### config.mk
export PLATFORM = sky130hd
export DESIGN_NAME = battery_voltage_failsafe_monitor_unit
export DESIGN_NICKNAME = d
export VERILOG_FILES = /design/src/rtl/core/bvfm_pkg.sv /design/src/rtl/core/bvfm_mul.sv /design/src/rtl/core/bvfm_limit.sv /design/src/rtl/core/battery_voltage_failsafe_monitor_unit.sv
export SDC_FILE = /design/constraint.sdc
export NUM_CORES = 1
export LEC_CHECK = 0
export ABC_AREA = 1
export BUFFER_PORTS_ARGS = -buffer_cell sky130_fd_sc_hd__buf_2
export CAP_MARGIN = 0
export CORE_MARGIN = 4
export CORE_UTILIZATION = 60
export CTS_BUF_LIST = sky130_fd_sc_hd__clkbuf_4 sky130_fd_sc_hd__clkbuf_8
export CTS_CLUSTER_DIAMETER = 30
export CTS_CLUSTER_SIZE = 25
export DETAILED_ROUTE_END_ITERATION = 8
export PLACE_DENSITY = 0.85
export SETUP_SLACK_MARGIN = 0.05
export SYNTH_ARGS = -nofsm -noshare
export SYNTH_HDL_FRONTEND = slang
export SYNTH_SLANG_ARGS = --single-unit
export TNS_END_PERCENT = 100
### constraint.sdc
create_clock -name i_clk -period 20.1 [get_ports i_clk]
set_input_delay 1.005 -clock i_clk [delete_from_list [all_inputs] [get_ports i_clk]]
set_output_delay 1.005 -clock i_clk [all_outputs]
set_load 0.02 [all_outputs]
### src/rtl/core/bvfm_pkg.sv
`timescale 1ns / 1ps
// ----------------------------------------------------------------------------
// Battery voltage failsafe monitor package
// Shared widths, register indexes, reset values, the limit result struct and
// the post-multiply arithmetic helpers.
// ----------------------------------------------------------------------------
package bvfm_pkg;

    localparam int DATA_W = 16;
    localparam int MUL_W  = DATA_W + 1;
    localparam int PROD_W = 2 * MUL_W;
    localparam int IDX_W  = 3;

    // configuration register indexes
    localparam logic [IDX_W-1:0] CFG_SOURCE_MODE     = 3'd0;
    localparam logic [IDX_W-1:0] CFG_VOLTAGE_SCALE   = 3'd1;
    localparam logic [IDX_W-1:0] CFG_CURRENT_SCALE   = 3'd2;
    localparam logic [IDX_W-1:0] CFG_SMOOTHING       = 3'd3;
    localparam logic [IDX_W-1:0] CFG_VOLTAGE_CEILING = 3'd4;
    localparam logic [IDX_W-1:0] CFG_VOLTAGE_FLOOR   = 3'd5;
    localparam logic [IDX_W-1:0] CFG_LAND_LIMIT      = 3'd6;
    localparam logic [IDX_W-1:0] CFG_DISARM_LIMIT    = 3'd7;

    // reset values
    localparam logic [DATA_W-1:0] RST_VOLTAGE_SCALE   = 16'd256;
    localparam logic [DATA_W-1:0] RST_CURRENT_SCALE   = 16'd256;
    localparam logic [DATA_W-1:0] RST_SMOOTHING       = 16'd0;
    localparam logic [DATA_W-1:0] RST_VOLTAGE_CEILING = 16'd65535;
    localparam logic [DATA_W-1:0] RST_VOLTAGE_FLOOR   = 16'd0;
    localparam logic [DATA_W-1:0] RST_LAND_LIMIT      = 16'd6500;
    localparam logic [DATA_W-1:0] RST_DISARM_LIMIT    = 16'd3000;

    // failsafe actions
    localparam logic ACT_LAND   = 1'b0;
    localparam logic ACT_DISARM = 1'b1;

    typedef struct packed {
        logic healthy;
        logic fire;
        logic action;
    } t_lim_res;

    // Q8.8 scale: drop eight fraction bits, saturate at full scale
    function automatic logic [DATA_W-1:0] sat_scale(input logic signed [PROD_W-1:0] p);
        logic [DATA_W-1:0] res;
        if (|p[PROD_W-1:2*DATA_W-8]) begin
            res = '1;
        end else begin
            res = p[2*DATA_W-9:8];
        end
        return res;
    endfunction

    // average = x + alpha*(prev - x), in Q16 with round half up
    function automatic logic [DATA_W-1:0] ema_out(input logic [DATA_W-1:0] x,
                                                 input logic signed [PROD_W-1:0] p);
        logic signed [PROD_W-1:0] acc;
        acc = $signed({2'b00, x, {DATA_W{1'b0}}}) + p
            + $signed(PROD_W'(1 << (DATA_W - 1)));
        return acc[2*DATA_W-1:DATA_W];
    endfunction

endpackage

### src/rtl/core/bvfm_mul.sv
`timescale 1ns / 1ps
// ----------------------------------------------------------------------------
// Shared multiplier
// Signed 17x17 multiply with a registered product; the product holds while
// the unit is not enabled.
// ----------------------------------------------------------------------------
module bvfm_mul (
    input  logic                                  i_clk,
    input  logic                                  i_en,
    input  logic signed [bvfm_pkg::MUL_W-1:0]     i_a,
    input  logic signed [bvfm_pkg::MUL_W-1:0]     i_b,
    output logic signed [bvfm_pkg::PROD_W-1:0]    o_p
);

    logic signed [bvfm_pkg::PROD_W-1:0] r_prod;

    always_ff @(posedge i_clk) begin
        if (i_en) begin
            r_prod <= i_a * i_b;
        end
    end

    assign o_p = r_prod;

endmodule

### src/rtl/core/bvfm_limit.sv
`timescale 1ns / 1ps
// ----------------------------------------------------------------------------
// Undervoltage limit checker
// Holds the two limit latches and the healthy flag; checks the raw voltage
// against the land limit, then the disarm limit.
// ----------------------------------------------------------------------------
module bvfm_limit (
    input  logic                              i_clk,
    input  logic                              i_rst_n,
    input  logic                              i_upd,
    input  logic [bvfm_pkg::DATA_W-1:0]       i_raw_v,
    input  logic [bvfm_pkg::DATA_W-1:0]       i_land_limit,
    input  logic [bvfm_pkg::DATA_W-1:0]       i_disarm_limit,
    output bvfm_pkg::t_lim_res                o_res
);

    logic [1:0] r_latch;
    logic [1:0] n_latch;
    logic       r_ok;
    logic       n_ok;
    logic       cross_land;
    logic       cross_disarm;

    assign cross_land   = i_raw_v < i_land_limit;
    assign cross_disarm = i_raw_v < i_disarm_limit;

    always_comb begin
        n_latch      = r_latch;
        n_ok         = r_ok;
        o_res.fire   = 1'b0;
        o_res.action = bvfm_pkg::ACT_LAND;
        if (cross_land && !r_latch[0]) begin
            n_latch[0]   = 1'b1;
            n_ok         = 1'b0;
            o_res.fire   = 1'b1;
        end else if (cross_disarm && !r_latch[1]) begin
            n_latch[1]   = 1'b1;
            n_ok         = 1'b0;
            o_res.fire   = 1'b1;
            o_res.action = bvfm_pkg::ACT_DISARM;
        end else if (!cross_land && !cross_disarm) begin
            // all clear: drop both latches
            n_latch = 2'b00;
            n_ok    = 1'b1;
        end
        o_res.healthy = n_ok;
    end

    always_ff @(posedge i_clk) begin
        if (!i_rst_n) begin
            r_latch <= 2'b00;
            r_ok    <= 1'b1;
        end else if (i_upd) begin
            r_latch <= n_latch;
            r_ok    <= n_ok;
        end
    end

    // healthy exactly when no limit is latched
    a_ok_latch: assert property (@(posedge i_clk) disable iff (!i_rst_n)
        r_ok == !(r_latch[0] || r_latch[1]))
        else $error("healthy flag disagrees with latches");

    a_fire_unhealthy: assert property (@(posedge i_clk) disable iff (!i_rst_n)
        (i_upd && o_res.fire) |=> !r_ok)
        else $error("fired limit left block healthy");

endmodule

### src/rtl/core/battery_voltage_failsafe_monitor_unit.sv
`timescale 1ns / 1ps
// ----------------------------------------------------------------------------
// Battery voltage failsafe monitor
// Selects and scales the battery voltage, scales the current sense channel,
// smooths both with an exponential average, clamps the voltage and runs the
// two-step undervoltage failsafe.
// ----------------------------------------------------------------------------
//
//  channel   dir   handshake                 payload
//  -------   ---   -----------------------   -------------------------------
//  in        in    i_in_valid / o_in_stall   battery_mv, chan0_mv, chan1_mv
//  out       out   o_out_valid / i_out_stall smooth_voltage_mv,
//                                            smooth_current_ma, healthy,
//                                            fire, action
//  cfg       in    i_cfg_we                  i_cfg_index, i_cfg_data
//
//  A sample passes through four issues of the shared 17x17 multiplier
//  (channel 0 scale, channel 1 scale, voltage average, current average),
//  the finish step that takes the last product, and the return to idle;
//  the input is stalled until then, so one sample is taken at a time.
//  Reset (synchronous, active low) clears averages, latches and result valid, and loads the configuration reset values.
//  A stalled result holds the finish step; the input is stalled meanwhile.
//
module battery_voltage_failsafe_monitor_unit (
    input  logic                              i_clk,
    input  logic                              i_rst_n,
    input  logic                              i_in_valid,
    output logic                              o_in_stall,
    input  logic [bvfm_pkg::DATA_W-1:0]       i_battery_mv,
    input  logic [bvfm_pkg::DATA_W-1:0]       i_chan0_mv,
    input  logic [bvfm_pkg::DATA_W-1:0]       i_chan1_mv,
    output logic                              o_out_valid,
    input  logic                              i_out_stall,
    output logic [bvfm_pkg::DATA_W-1:0]       o_smooth_voltage_mv,
    output logic [bvfm_pkg::DATA_W-1:0]       o_smooth_current_ma,
    output logic                              o_healthy,
    output logic                              o_fire,
    output logic                              o_action,
    input  logic                              i_cfg_we,
    input  logic [bvfm_pkg::IDX_W-1:0]        i_cfg_index,
    input  logic [bvfm_pkg::DATA_W-1:0]       i_cfg_data
);

    typedef enum logic [2:0] {
        S_IDLE,
        S_SCV,  // issue channel 0 scale
        S_SCI,  // issue channel 1 scale, take raw voltage
        S_EMV,  // issue voltage average, take raw current
        S_EMI,  // issue current average, take new voltage average
        S_FIN   // take new current average, deliver result
    } t_state;

    t_state r_state;

    // configuration
    logic                          r_source_mode;
    logic [bvfm_pkg::DATA_W-1:0]   r_voltage_scale;
    logic [bvfm_pkg::DATA_W-1:0]   r_current_scale;
    logic [bvfm_pkg::DATA_W-1:0]   r_smoothing;
    logic [bvfm_pkg::DATA_W-1:0]   r_voltage_ceiling;
    logic [bvfm_pkg::DATA_W-1:0]   r_voltage_floor;
    logic [bvfm_pkg::DATA_W-1:0]   r_land_limit;
    logic [bvfm_pkg::DATA_W-1:0]   r_disarm_limit;

    // filter state
    logic [bvfm_pkg::DATA_W-1:0]   r_volt_avg;
    logic [bvfm_pkg::DATA_W-1:0]   r_curr_avg;

    // sample and working payload
    logic [bvfm_pkg::DATA_W-1:0]   r_batt;
    logic [bvfm_pkg::DATA_W-1:0]   r_ch0;
    logic [bvfm_pkg::DATA_W-1:0]   r_ch1;
    logic [bvfm_pkg::DATA_W-1:0]   r_raw_v;
    logic [bvfm_pkg::DATA_W-1:0]   r_raw_i;

    // result register
    logic                          r_out_valid;
    logic [bvfm_pkg::DATA_W-1:0]   r_out_volt;
    logic [bvfm_pkg::DATA_W-1:0]   r_out_curr;
    logic                          r_out_healthy;
    logic                          r_out_fire;
    logic                          r_out_action;

    logic                               in_xfer;
    logic                               out_free;
    logic                               fin_go;
    logic                               mul_en;
    logic signed [bvfm_pkg::MUL_W-1:0]  mul_a;
    logic signed [bvfm_pkg::MUL_W-1:0]  mul_b;
    logic signed [bvfm_pkg::PROD_W-1:0] mul_p;
    logic [bvfm_pkg::DATA_W-1:0]        n_raw_v;
    logic [bvfm_pkg::DATA_W-1:0]        n_volt_avg;
    logic [bvfm_pkg::DATA_W-1:0]        n_curr_avg;
    logic [bvfm_pkg::DATA_W-1:0]        volt_ema;
    logic [bvfm_pkg::DATA_W-1:0]        volt_ceil;
    bvfm_pkg::t_lim_res                 lim_res;

    assign o_in_stall = (r_state != S_IDLE);
    assign in_xfer    = i_in_valid && !o_in_stall;
    // result slot is free when empty or being taken this cycle
    assign out_free   = !r_out_valid || !i_out_stall;
    assign fin_go     = (r_state == S_FIN) && out_free;

    // multiplier operand select per sequencer step
    always_comb begin
        mul_en = 1'b1;
        mul_a  = '0;
        mul_b  = '0;
        case (r_state)
            S_SCV: begin
                mul_a = $signed({1'b0, r_ch0});
                mul_b = $signed({1'b0, r_voltage_scale});
            end
            S_SCI: begin
                mul_a = $signed({1'b0, r_ch1});
                mul_b = $signed({1'b0, r_current_scale});
            end
            S_EMV: begin
                mul_a = $signed({1'b0, r_smoothing});
                mul_b = $signed({1'b0, r_volt_avg}) - $signed({1'b0, r_raw_v});
            end
            S_EMI: begin
                mul_a = $signed({1'b0, r_smoothing});
                mul_b = $signed({1'b0, r_curr_avg}) - $signed({1'b0, r_raw_i});
            end
            default: begin
                mul_en = 1'b0;
            end
        endcase
    end

    bvfm_mul u_mul (
        .i_clk (i_clk),
        .i_en  (mul_en),
        .i_a   (mul_a),
        .i_b   (mul_b),
        .o_p   (mul_p)
    );

    // post-multiply paths
    assign n_raw_v    = r_source_mode ? bvfm_pkg::sat_scale(mul_p) : r_batt;
    assign volt_ema   = bvfm_pkg::ema_out(r_raw_v, mul_p);
    // ceiling first, then floor: the floor wins when they cross
    assign volt_ceil  = (volt_ema > r_voltage_ceiling) ? r_voltage_ceiling : volt_ema;
    assign n_volt_avg = (volt_ceil < r_voltage_floor) ? r_voltage_floor : volt_ceil;
    assign n_curr_avg = bvfm_pkg::ema_out(r_raw_i, mul_p);

    bvfm_limit u_limit (
        .i_clk          (i_clk),
        .i_rst_n        (i_rst_n),
        .i_upd          (fin_go),
        .i_raw_v        (r_raw_v),
        .i_land_limit   (r_land_limit),
        .i_disarm_limit (r_disarm_limit),
        .o_res          (lim_res)
    );

    // sequencer, configuration, filter state and result valid
    always_ff @(posedge i_clk) begin
        if (!i_rst_n) begin
            r_state           <= S_IDLE;
            r_out_valid       <= 1'b0;
            r_source_mode     <= 1'b0;
            r_voltage_scale   <= bvfm_pkg::RST_VOLTAGE_SCALE;
            r_current_scale   <= bvfm_pkg::RST_CURRENT_SCALE;
            r_smoothing       <= bvfm_pkg::RST_SMOOTHING;
            r_voltage_ceiling <= bvfm_pkg::RST_VOLTAGE_CEILING;
            r_voltage_floor   <= bvfm_pkg::RST_VOLTAGE_FLOOR;
            r_land_limit      <= bvfm_pkg::RST_LAND_LIMIT;
            r_disarm_limit    <= bvfm_pkg::RST_DISARM_LIMIT;
            r_volt_avg        <= '0;
            r_curr_avg        <= '0;
        end else begin
            if (i_cfg_we) begin
                case (i_cfg_index)
                    bvfm_pkg::CFG_SOURCE_MODE:     r_source_mode     <= i_cfg_data[0];
                    bvfm_pkg::CFG_VOLTAGE_SCALE:   r_voltage_scale   <= i_cfg_data;
                    bvfm_pkg::CFG_CURRENT_SCALE:   r_current_scale   <= i_cfg_data;
                    bvfm_pkg::CFG_SMOOTHING:       r_smoothing       <= i_cfg_data;
                    bvfm_pkg::CFG_VOLTAGE_CEILING: r_voltage_ceiling <= i_cfg_data;
                    bvfm_pkg::CFG_VOLTAGE_FLOOR:   r_voltage_floor   <= i_cfg_data;
                    bvfm_pkg::CFG_LAND_LIMIT:      r_land_limit      <= i_cfg_data;
                    bvfm_pkg::CFG_DISARM_LIMIT:    r_disarm_limit    <= i_cfg_data;
                    default: ;
                endcase
            end

            // drop the result once the far side takes it
            if (r_out_valid && !i_out_stall) begin
                r_out_valid <= 1'b0;
            end

            case (r_state)
                S_IDLE: begin
                    if (in_xfer) begin
                        r_state <= S_SCV;
                    end
                end
                S_SCV: r_state <= S_SCI;
                S_SCI: r_state <= S_EMV;
                S_EMV: r_state <= S_EMI;
                S_EMI: begin
                    r_volt_avg <= n_volt_avg;
                    r_state    <= S_FIN;
                end
                S_FIN: begin
                    // hold here until the result slot frees up
                    if (out_free) begin
                        r_curr_avg  <= n_curr_avg;
                        r_out_valid <= 1'b1;
                        r_state     <= S_IDLE;
                    end
                end
                default: r_state <= S_IDLE;
            endcase
        end
    end

    // payload registers
    always_ff @(posedge i_clk) begin
        if (in_xfer) begin
            r_batt <= i_battery_mv;
            r_ch0  <= i_chan0_mv;
            r_ch1  <= i_chan1_mv;
        end
        if (r_state == S_SCI) begin
            r_raw_v <= n_raw_v;
        end
        if (r_state == S_EMV) begin
            r_raw_i <= bvfm_pkg::sat_scale(mul_p);
        end
        if (fin_go) begin
            r_out_volt    <= r_volt_avg;
            r_out_curr    <= n_curr_avg;
            r_out_healthy <= lim_res.healthy;
            r_out_fire    <= lim_res.fire;
            r_out_action  <= lim_res.action;
        end
    end

    assign o_out_valid         = r_out_valid;
    assign o_smooth_voltage_mv = r_out_volt;
    assign o_smooth_current_ma = r_out_curr;
    assign o_healthy           = r_out_healthy;
    assign o_fire              = r_out_fire;
    assign o_action            = r_out_action;

    a_start: assert property (@(posedge i_clk) disable iff (!i_rst_n)
        in_xfer |=> (r_state == S_SCV))
        else $error("accepted sample did not start the sequence");

    a_result_src: assert property (@(posedge i_clk) disable iff (!i_rst_n)
        $rose(r_out_valid) |-> $past(r_state == S_FIN))
        else $error("result raised outside the finish step");

    a_fin_wait: assert property (@(posedge i_clk) disable iff (!i_rst_n)
        ((r_state == S_FIN) && r_out_valid && i_out_stall) |=> (r_state == S_FIN))
        else $error("finish step overran a held result");

endmodule
---- Yosys cells after proc, flatten, opt, wreduce, memory -nomap -nowiden ----
Cells that the tools add are included.
W data, S select, Z words.
word-level totals
  register bits after elaboration ......... 301
  input port bits ......................... 72
  output and inout bits ................... 37
cells by class
  add/sub/neg operators ................... 6
  $mul .................................... 1
  $lt $le $gt $ge ......................... 4
  equality and inequality tests ........... 15
  multiplexer cells ....................... 21
  bitwise operators ....................... 1
  reductions and logical operators ........ 34
operator list
  cell                      count
  $pmux W17 S4              1
  $add A32 B17 Y32 const B  2
  $add A32 B32 Y32          2
  $mux W16                  4
  $lt A16 B16 Y1            3
  $pmux W16 S3              1
  $mul A17 B17 Y34          1
  $sub A16 B16 Y17          2
  $reduce_and A2 Y1         10
  $eq A3 B3 Y1 const B      6
  $pmux W3 S6               1
  $gt A16 B16 Y1            1
  $eq A3 B2 Y1 const B      4
  $mux W1                   10
  $reduce_or A10 Y1         1
  $logic_not A1 Y1          7
  $eq A3 B1 Y1 const B      2
  $logic_and A1 B1 Y1       6
  $logic_not A3 Y1          2
  $mux W3                   2
  $reduce_and A3 Y1         2
  $mux W2                   2
  $ne A2 B2 Y1 const B      2
  $reduce_bool A2 Y1        2
  6 further kinds           6

---- Depth between registers and ports, before layout ----
Gate-level depths: netlist of run 1.
  depth in word-level cells ............... 6
  mapped depth ............................ 43

---- By module ----
A second synthesis of run 1 with hierarchy kept.
unflattened totals
  cells, all modules ...................... 3399
  area total of the unflattened synthesis .. 27506.4 sq um
by module, submodules not included
  module                                 instances  cells an instance  area an instance (sq um)  seq. area each (sq um)
  battery_voltage_failsafe_monitor_unit  1          1624               13574.3                   6436.2
  bvfm_mul                               1          1619               12913.6                   1021.0
  bvfm_limit                             1          156                1018.5                    60.1

---- Worst setup path before layout of run 1 ----
OpenSTA, ideal clock, no wires.
  path type ............................... register -> register
  start ................................... register r_raw_v[0] in the netlist's numbering
  end ..................................... register u_mul.r_prod, in the netlist u_mul.o_p[33] (data pin)
  arrival ................................. 7030 ps
  setup slack ............................. 12810 ps
  cell stages (with the launch flop) ...... 36
  path buffers ............................ 1
  clock period less this slack ............ 7290 ps
  cells stage by stage .................... edfxtp_1 > ha_1 > fa_1 > inv_1 > nand3_1 > nand2_1 > nand2_1 > nand2_1 > a21oi_1 > o21ai_1 > inv_1 > nor2_1 > nor2_1 > o21ai_2 > nand2_1 > nand3_1 > nand2_1 > buf_4 > inv_1 > nor2_1 > fa_1 > fa_1 > fa_1 > fa_1 > fa_1 > inv_1 > fa_1 > inv_1 > ha_1 > a21oi_1 > o21ai_0 > a21oi_1 > nor2_1 > a211oi_1 > o21ai_1 > xor2_1
between the ends
  word-level cells in the longest chain between the ends .. 3
RTL lines
  what                      line                                          source
  start: declaration        battery_voltage_failsafe_monitor_unit.sv:73   logic [bvfm_pkg::DATA_W-1:0] r_raw_v;
  start signal: assignment  battery_voltage_failsafe_monitor_unit.sv:227  r_raw_v <= n_raw_v;
  $sub A16 B16 Y17          battery_voltage_failsafe_monitor_unit.sv:120  mul_b = $signed({1'b0, r_volt_avg}) - $signed({1'b0, r_raw_v});
  $pmux W17 S4              battery_voltage_failsafe_monitor_unit.sv:109  case (r_state)
  $mul A17 B17 Y34          bvfm_mul.sv:19                                r_prod <= i_a * i_b;
  end signal: assignment    bvfm_mul.sv:19
  end: declaration          bvfm_mul.sv:15                                logic signed [bvfm_pkg::PROD_W-1:0] r_prod;
No other way between the ends.
A chain may end at the register's enable or synchronous reset.

---- Worst setup path in the final report of run 1 ----
  start ................................... register r_raw_v[0] in the netlist's numbering
  end ..................................... register u_mul.r_prod, in the netlist u_mul.o_p[32] (data pin)
Same word-level chain as after synthesis.

==> results.json, run 1 <==
{
  "outcome": "finished, final reports clean",
  "power_density_mw_per_mm2": 77.2,
  "drc": 0,
  "hold_viol": 0,
  "clockBufferDepth": 3,
  "fp.dieH_microns": 211,
  "ctsResizeCount": 0,
  "slowest_delay_ns": 0.56,
  "hold_buffers": 0,
  "reg2reg_to": "u_mul.o_p[32]$_DFFE_PP_",
  "rsz0062_at_grt": "false",
  "cp_slowest_cell": "fa_1",
  "syn_nets": 3489,
  "syn_inst": 2958,
  "finClkSkew_ns": 0.0431,
  "crit_end": "u_mul.o_p[32]$_DFFE_PP_",
  "grt_max_degree": 110,
  "swShare_pct": 36.3,
  "clkSinkCount": 293,
  "ctsHtreeMaxLevel": 3,
  "gr-usage-all-layers_pct": 31.9,
  "nNetsFinal": 3599,
  "antenna_found_initial": 1,
  "dr.pass1.iters": 5,
  "grt.overflow.total": 0,
  "wl_per_cell_microns": 19.3,
  "dieArea_sq_mm": 0.0445,
  "r2r-start": "r_raw_v[0]$_DFFE_PN_",
  "rrSetupSlack_ns": 11.76,
  "async_flop_share_pct": 0,
  "grt_pass1_wl_microns": 111000,
  "post-route-util_pct": 66.9,
  "p_int_mw": 1.34,
  "synthTopCellsByArea": "fa_1, edfxtp_1, ha_1",
  "portBuffers": 108,
  "drv_slew": 0,
  "gp_congestion": 0.976,
  "coreArea_sq_mm": 0.0407,
  "cp-end-kind": "flip-flop",
  "die_w_microns": 211,
  "cp_max_fo": 11,
  "fin_setup_tns_ns": 0,
  "critPathLaunch": "r_raw_v[0]$_DFFE_PN_",
  "via_per_inst": 5.70,
  "root_buffer": "clkbuf_8",
  "cts_buffers": 67,
  "r2r_cells": 36,
  "synth_cell_types": 61,
  "cpMostUsedCell": "nand2_1",
  "p_leak_nw": 14.1,
  "drt_iter0_drc": 1593,
  "tritoncts": "built",
  "clkLatencyLatePin_ns": 0.64,
  "ir_worst_vdd_mv": 0.0447,
  "cts.clk_slew.worst_paths_ns": 0.06,
  "syn_to_final_growth_pct": 10.3,
  "synth-seq-cells": 293,
  "ys_top_cells_by_count": "inv_1, nand2_1, ha_1",
  "maxSlewHeadroom_pct": 20.6,
  "startpoint_type": "flip-flop",
  "cp.required_ns": 20.46,
  "yosys.area.top_type": "fa_1",
  "postSynthAreaPerCell_sq_um": 8.35,
  "path_class": "reg2reg",
  "synth_top_area_share_pct": 17.2,
  "wl_microns": 70700,
  "synth_enable_flop_cells": 141,
  "setup_viol": 0,
  "max_freq_ghz": 0.120,
  "synth.cell_area_sq_mm": 0.0247,
  "p_clk_share_pct": 35.9,
  "ios": 109,
  "period_needed_ns": 8.34,
  "num_vias": 20843,
  "final_area_sq_mm": 0.0272,
  "p_sw_mw": 0.762,
  "synth_most_common_cell": "inv_1",
  "initial_core_util_pct": 60.6,
  "holdCritPathClass": "reg2reg",
  "grt_pass1_vias": 21304,
  "crit_arrival_ns": 8.70,
  "ys_seq_area_share_pct": 29.5,
  "ys.flop_type": "dfxtp_1",
  "placed_area_sq_mm": 0.0257,
  "combPwrFrac_pct": 30.3,
  "antenna_left": 0,
  "synth_warnings": 0,
  "largest_reg_flops": 26,
  "power_frac_seq_pct": 33.8,
  "worst_slew_pin_slew_ns": 1.19,
  "cap_violations": 0,
  "hpwlAfterDp_microns": 54100,
  "num_rows": 74,
  "timing.final.crit_share_pct": 41.5,
  "cts_setup_buffers": 0,
  "layout-drive-gt1-share_pct": 10.7
}
==> per-stage QoR <==
step | setup slack [ns] | hold WS [ns] | power (mW) | std cells
final | 11.76 | 0.454 | 2.10 | 3656
after detailed placement | 11.86 | 0.444 | 1.34 | 3531
after CTS | 11.82 | 0.455 | 2.10 | 3654
after global routing | 11.22 | 0.470 | 2.21 | 3655
after floorplan | 12.81 | 0.424 | 1.14 | 2958
after global placement | 12.09 | 0.441 | 1.32 | 3531
==> cell families after synthesis <==
family	share of synthesized area, %
DFF	29.5
and+or+nand+nor	15.2
adders and majority gates	29.7
xor gates and xnor gates	2.26
muxes	0.638
buffers and inverters	11.0
AOI/OAI and AO/OA	11.7
==> worst max-delay path, delay by kind of cell (launching register included) <==
family | cells | cell delay [ns]
buffers and inverters | 6 | 0.65
adder cells (fa/ha/maj) | 9 | 4.26
AO/OA/AOI/OAI | 3 | 0.48
AND/OR/NAND/NOR | 18 | 2.17
flip-flops | 1 | 0.52
==> metal layers <==
metal | track usage (%) | part of all wire [%] | vias up
met1 | 39.1 | 37 | 9874
met2 | 53.5 | 48 | 1054
li1 | - | - | 9653
met4 | 17.7 | 6.3 | 0
met3 | 5.75 | 8.7 | 262
met5 | 0 | 0 | -
==> layout make-up <==
class / count / area, sq um
Multi-Input combinational cell: 1948 / 14700
Fill cell: 3281 / 13500
Sequential cell: 293 / 7280
Inverter: 627 / 2350
Clock buffer: 79 / 1020
Timing Repair Buffer: 131 / 713
Tap cell: 532 / 666
Clock inverter: 44 / 488
Antenna cell: 2 / 5.00
==> power groups by stage <==
| stage | Clock (mW) | Sequential [mW] | Combinational, mW |
|---|---|---|---|
| floorplan | 0 | 0.703 | 0.440 |
| global placement | 0 | 0.720 | 0.599 |
| detailed placement | 0 | 0.720 | 0.622 |
| CTS | 0.763 | 0.708 | 0.628 |
| global route | 0.794 | 0.711 | 0.709 |
| finish | 0.755 | 0.710 | 0.636 |
==> cells in the final DEF, fill, tap and decap left out, drive strengths merged, types with 20 or more instances in the layout <==
master | netlist | routed
inv | 622 | 628
nand2 | 528 | 528
ha | 247 | 247
nor2 | 243 | 243
a21oi | 216 | 216
fa | 212 | 212
o21ai | 182 | 182
dfxtp | 152 | 152
edfxtp | 141 | 141
buf | 15 | 131
nand3 | 86 | 86
clkbuf | 75 | 79
xor2 | 51 | 51
o211ai | 27 | 27
clkinv | 5 | 21
a221oi | 20 | 20
==> worst min-delay path by stage <==
| stage | startpoint | endpoint | cells past startpoint |
|---|---|---|---|
| after CTS | r_smoothing[14]$_SDFFE_PN0P_ | r_smoothing[14]$_SDFFE_PN0P_ | 2 |
| after detailed placement | r_volt_avg[0]$_SDFFE_PN0N_ | o_smooth_voltage_mv[0]$_DFFE_PP_ | 0 |
| after global routing | r_voltage_scale[2]$_SDFFE_PN0P_ | r_voltage_scale[2]$_SDFFE_PN0P_ | 2 |
| after floorplan | r_disarm_limit[0]$_SDFFE_PN0P_ | r_disarm_limit[0]$_SDFFE_PN0P_ | 2 |
| final | r_smoothing[7]$_SDFFE_PN0P_ | r_smoothing[7]$_SDFFE_PN0P_ | 2 |
| after global placement | r_current_scale[2]$_SDFFE_PN0P_ | r_current_scale[2]$_SDFFE_PN0P_ | 2 |
No activity file was read; power rests on OpenSTA's default activity.
==> inputs of run 2 (changes only) <==
--- a/config.mk
+++ b/config.mk
@@ -5,16 +5,16 @@
 export SDC_FILE = /design/constraint.sdc
 export NUM_CORES = 1
 export LEC_CHECK = 0
-export ABC_AREA = 1
+export ABC_AREA = 0
 export BUFFER_PORTS_ARGS = -buffer_cell sky130_fd_sc_hd__buf_2
 export CAP_MARGIN = 0
 export CORE_MARGIN = 4
-export CORE_UTILIZATION = 60
+export CORE_UTILIZATION = 59
 export CTS_BUF_LIST = sky130_fd_sc_hd__clkbuf_4 sky130_fd_sc_hd__clkbuf_8
 export CTS_CLUSTER_DIAMETER = 30
 export CTS_CLUSTER_SIZE = 25
 export DETAILED_ROUTE_END_ITERATION = 8
-export PLACE_DENSITY = 0.85
+export PLACE_DENSITY = 0.87
 export SETUP_SLACK_MARGIN = 0.05
 export SYNTH_ARGS = -nofsm -noshare
 export SYNTH_HDL_FRONTEND = slang
==> constraint.sdc (replaced) <==
create_clock -name i_clk -period 7.12 [get_ports i_clk]
set_input_delay 0.356 -clock i_clk [delete_from_list [all_inputs] [get_ports i_clk]]
set_output_delay 0.356 -clock i_clk [all_outputs]
set_load 0.02 [all_outputs]
==> results.json, run 2 <==
{
  "setup_viol": 23,
  "yosys.area.top_type": "fa_1",
  "portBuffers": 108,
  "p_clk_share_pct": 36.5,
  "num_vias": 23058,
  "synth.cell_area_sq_mm": 0.0243,
  "hold_viol": 0,
  "dieArea_sq_mm": 0.0444,
  "slowest_delay_ns": 0.56,
  "cp-end-kind": "flip-flop",
  "ys_seq_area_share_pct": 30.0,
  "synthTopCellsByArea": "fa_1, edfxtp_1, ha_1",
  "dr.pass1.iters": 8,
  "cp_max_fo": 5,
  "critPathLaunch": "r_raw_i[1]$_DFFE_PP_",
  "drc": 0,
  "timing.final.crit_share_pct": 118,
  "wl_microns": 89600,
  "outcome": "complete, but fails checks",
  "path_buf_inv": 5,
  "gp_congestion": 1.04,
  "path_class": "reg2reg",
  "startpoint_type": "flip-flop",
  "clockBufferDepth": 3,
  "coreArea_sq_mm": 0.0407,
  "grt_max_degree": 86,
  "synth_top_area_share_pct": 17.5,
  "holdCritPathClass": "in2reg",
  "p_sw_mw": 2.09,
  "synth_most_common_cell": "nand2_1",
  "drt_iter0_drc": 3138,
  "swShare_pct": 34.8,
  "ys_top_cells_by_count": "nand2_1, inv_1, ha_1",
  "synth_cell_types": 83,
  "max_freq_ghz": 0.119,
  "combPwrFrac_pct": 31.0,
  "num_rows": 74,
  "drv_slew": 0,
  "synth_enable_flop_cells": 141,
  "syn_inst": 2648,
  "cts.clk_slew.worst_paths_ns": 0.07,
  "layout-drive-gt1-share_pct": 26.2,
  "clkLatencyLatePin_ns": 0.71,
  "synth-seq-cells": 293,
  "p_int_mw": 3.92,
  "finClkSkew_ns": 0.0522,
  "nNetsFinal": 3688,
  "postSynthAreaPerCell_sq_um": 9.16,
  "ir_worst_vdd_mv": 0.167,
  "async_flop_share_pct": 0,
  "path_delay_family": "adder cells",
  "clkSinkCount": 293,
  "pre_cts_ws_ns": -1.28,
  "rsz0062_at_grt": "true",
  "power_frac_seq_pct": 32.5,
  "hpwlAfterDp_microns": 63100,
  "root_buffer": "clkbuf_8",
  "cp_slowest_cell": "fa_2",
  "antenna_left": 0,
  "nFillCells": 2580,
  "grt_pass1_vias": 23301,
  "antenna_found_initial": 4,
  "grt.overflow.total": 0,
  "tritoncts": "built",
  "power_density_mw_per_mm2": 193,
  "syn_nets": 3179,
  "cp.required_ns": 7.51,
  "largest_reg_flops": 26,
  "p_leak_nw": 14.4,
  "ctsHtreeMaxLevel": 2,
  "ys.flop_type": "dfxtp_1",
  "layout.cells.most_common": "nand2_1",
  "maxSlewHeadroom_pct": 12.6,
  "syn_to_final_growth_pct": 28.2,
  "r2r-start": "r_raw_i[1]$_DFFE_PP_",
  "wl_per_cell_microns": 23.9,
  "gr-usage-all-layers_pct": 38.2,
  "ios": 109,
  "synth_warnings": 0,
  "failed_checks": "negative setup slack",
  "die_w_microns": 211,
  "crit_arrival_ns": 8.82,
  "cts_buffers": 60,
  "period_needed_ns": 8.44,
  "fp.dieH_microns": 211,
  "worst_slack_ns": -1.32,
  "via_per_inst": 6.16,
  "worst_slew_pin_slew_ns": 1.31,
  "cpMostUsedCell": "fa_1",
  "grt_pass1_wl_microns": 131000,
  "layout_common_cells": "nand2_1, buf_4, inv_1",
  "finalPower_mw": 6.01,
  "worst_hold_startpoint": "i_cfg_data[5]",
  "initial_core_util_pct": 59.5,
  "cap_violations": 0
}
## run 2: changes by cell type after synthesis, moves of 25 or more
cell      change
a21oi_1      -43
a21o_1       +33
o21ai_0      -97
xor2_1       -25
inv_1       -257
nor3_1       +45
nand2b_1     +31
nor2_1       -30
nand3_1      -44
nand2_1     -132
a22oi_1      +25
xnor2_1      +42
## run 2: layout make-up
type,count,area [sq um],area share [%]
Antenna cell,5,12.5,0.0403
Clock buffer,70,945,3.04
Clock inverter,44,563,1.81
Inverter,360,1350,4.35
Multi-Input combinational cell,1894,16100,51.8
Sequential cell,293,7280,23.4
Tap cell,532,666,2.14
Timing Repair Buffer,548,4160,13.4
## run 2: cells by family after synthesis
logic type / count (synthesis) / synth area share (%)
buffers and inverters: 461 / 7.20
xor gates and xnor gates: 79 / 2.85
muxes: 39 / 1.73
DFF: 293 / 30.0
adders and majority gates: 459 / 30.2
and+or+nand+nor: 823 / 14.7
AOI/OAI and AO/OA: 494 / 13.3
## run 2: through the flow
stage                     cells  utilization [%]  setup TNS [ns]  cell area, sq um  hold slack, ns
final                      3746             76.3          -22.53             31100          0.0222
after detailed placement   3516             68.2          -17.45             27800           0.444
after CTS                  3709             74.9          -11.05             30500         0.00641
after floorplan            2648                -           -3.92             24500           0.430
after global placement     3516             68.2          -12.78             27800           0.440
after global routing       3741             76.3          -25.42             31100          0.0133
## run 2: path summary, 6_finish.rpt
| check | slack, ns | to | depth (start not counted) |
|---|---|---|---|
| setup / recovery | -1.32 | u_mul.o_p[33]$_DFFE_PP_ | 33 |
| hold / removal | 0.02 | r_voltage_floor[5]$_SDFFE_PN0P_ | 3 |
| setup reg to reg | -1.32 | u_mul.o_p[33]$_DFFE_PP_ | 33 |
| hold reg to reg | 0.46 | r_voltage_scale[13]$_SDFFE_PN0P_ | 2 |
## run 2: power groups by stage
stage / clock (mW) / combinational, mW / sequential [mW]
global route: 2.29 / 1.99 / 1.95
finish: 2.19 / 1.86 / 1.95
detailed placement: 0 / 1.56 / 1.98
floorplan: 0 / 0.962 / 1.95
CTS: 2.19 / 1.64 / 1.94
global placement: 0 / 1.51 / 1.98
## run 2: routing by layer
metal  wire length [microns]  vias to the layer above  track usage [%]
met5                      48                        -                0
met4                    7300                        4             24.9
met3                   10200                      516             9.61
met2                   40400                     1604             60.4
met1                   31700                    11008             46.7
li1                        -                     9926                -
## run 2: tightest hold or removal path: stages
cell     delay, ns
buf_2         0.19
nand2_1       0.09
a21oi_1       0.05
## run 2: timing repair
action,CTS,global route
hold endpoints to repair,55,0
hold buffers,51,0
resized for setup,110,68
setup buffers,34,31
endpoints found under the setup margin,30,40
pin swaps,86,54
gates cloned,0,1
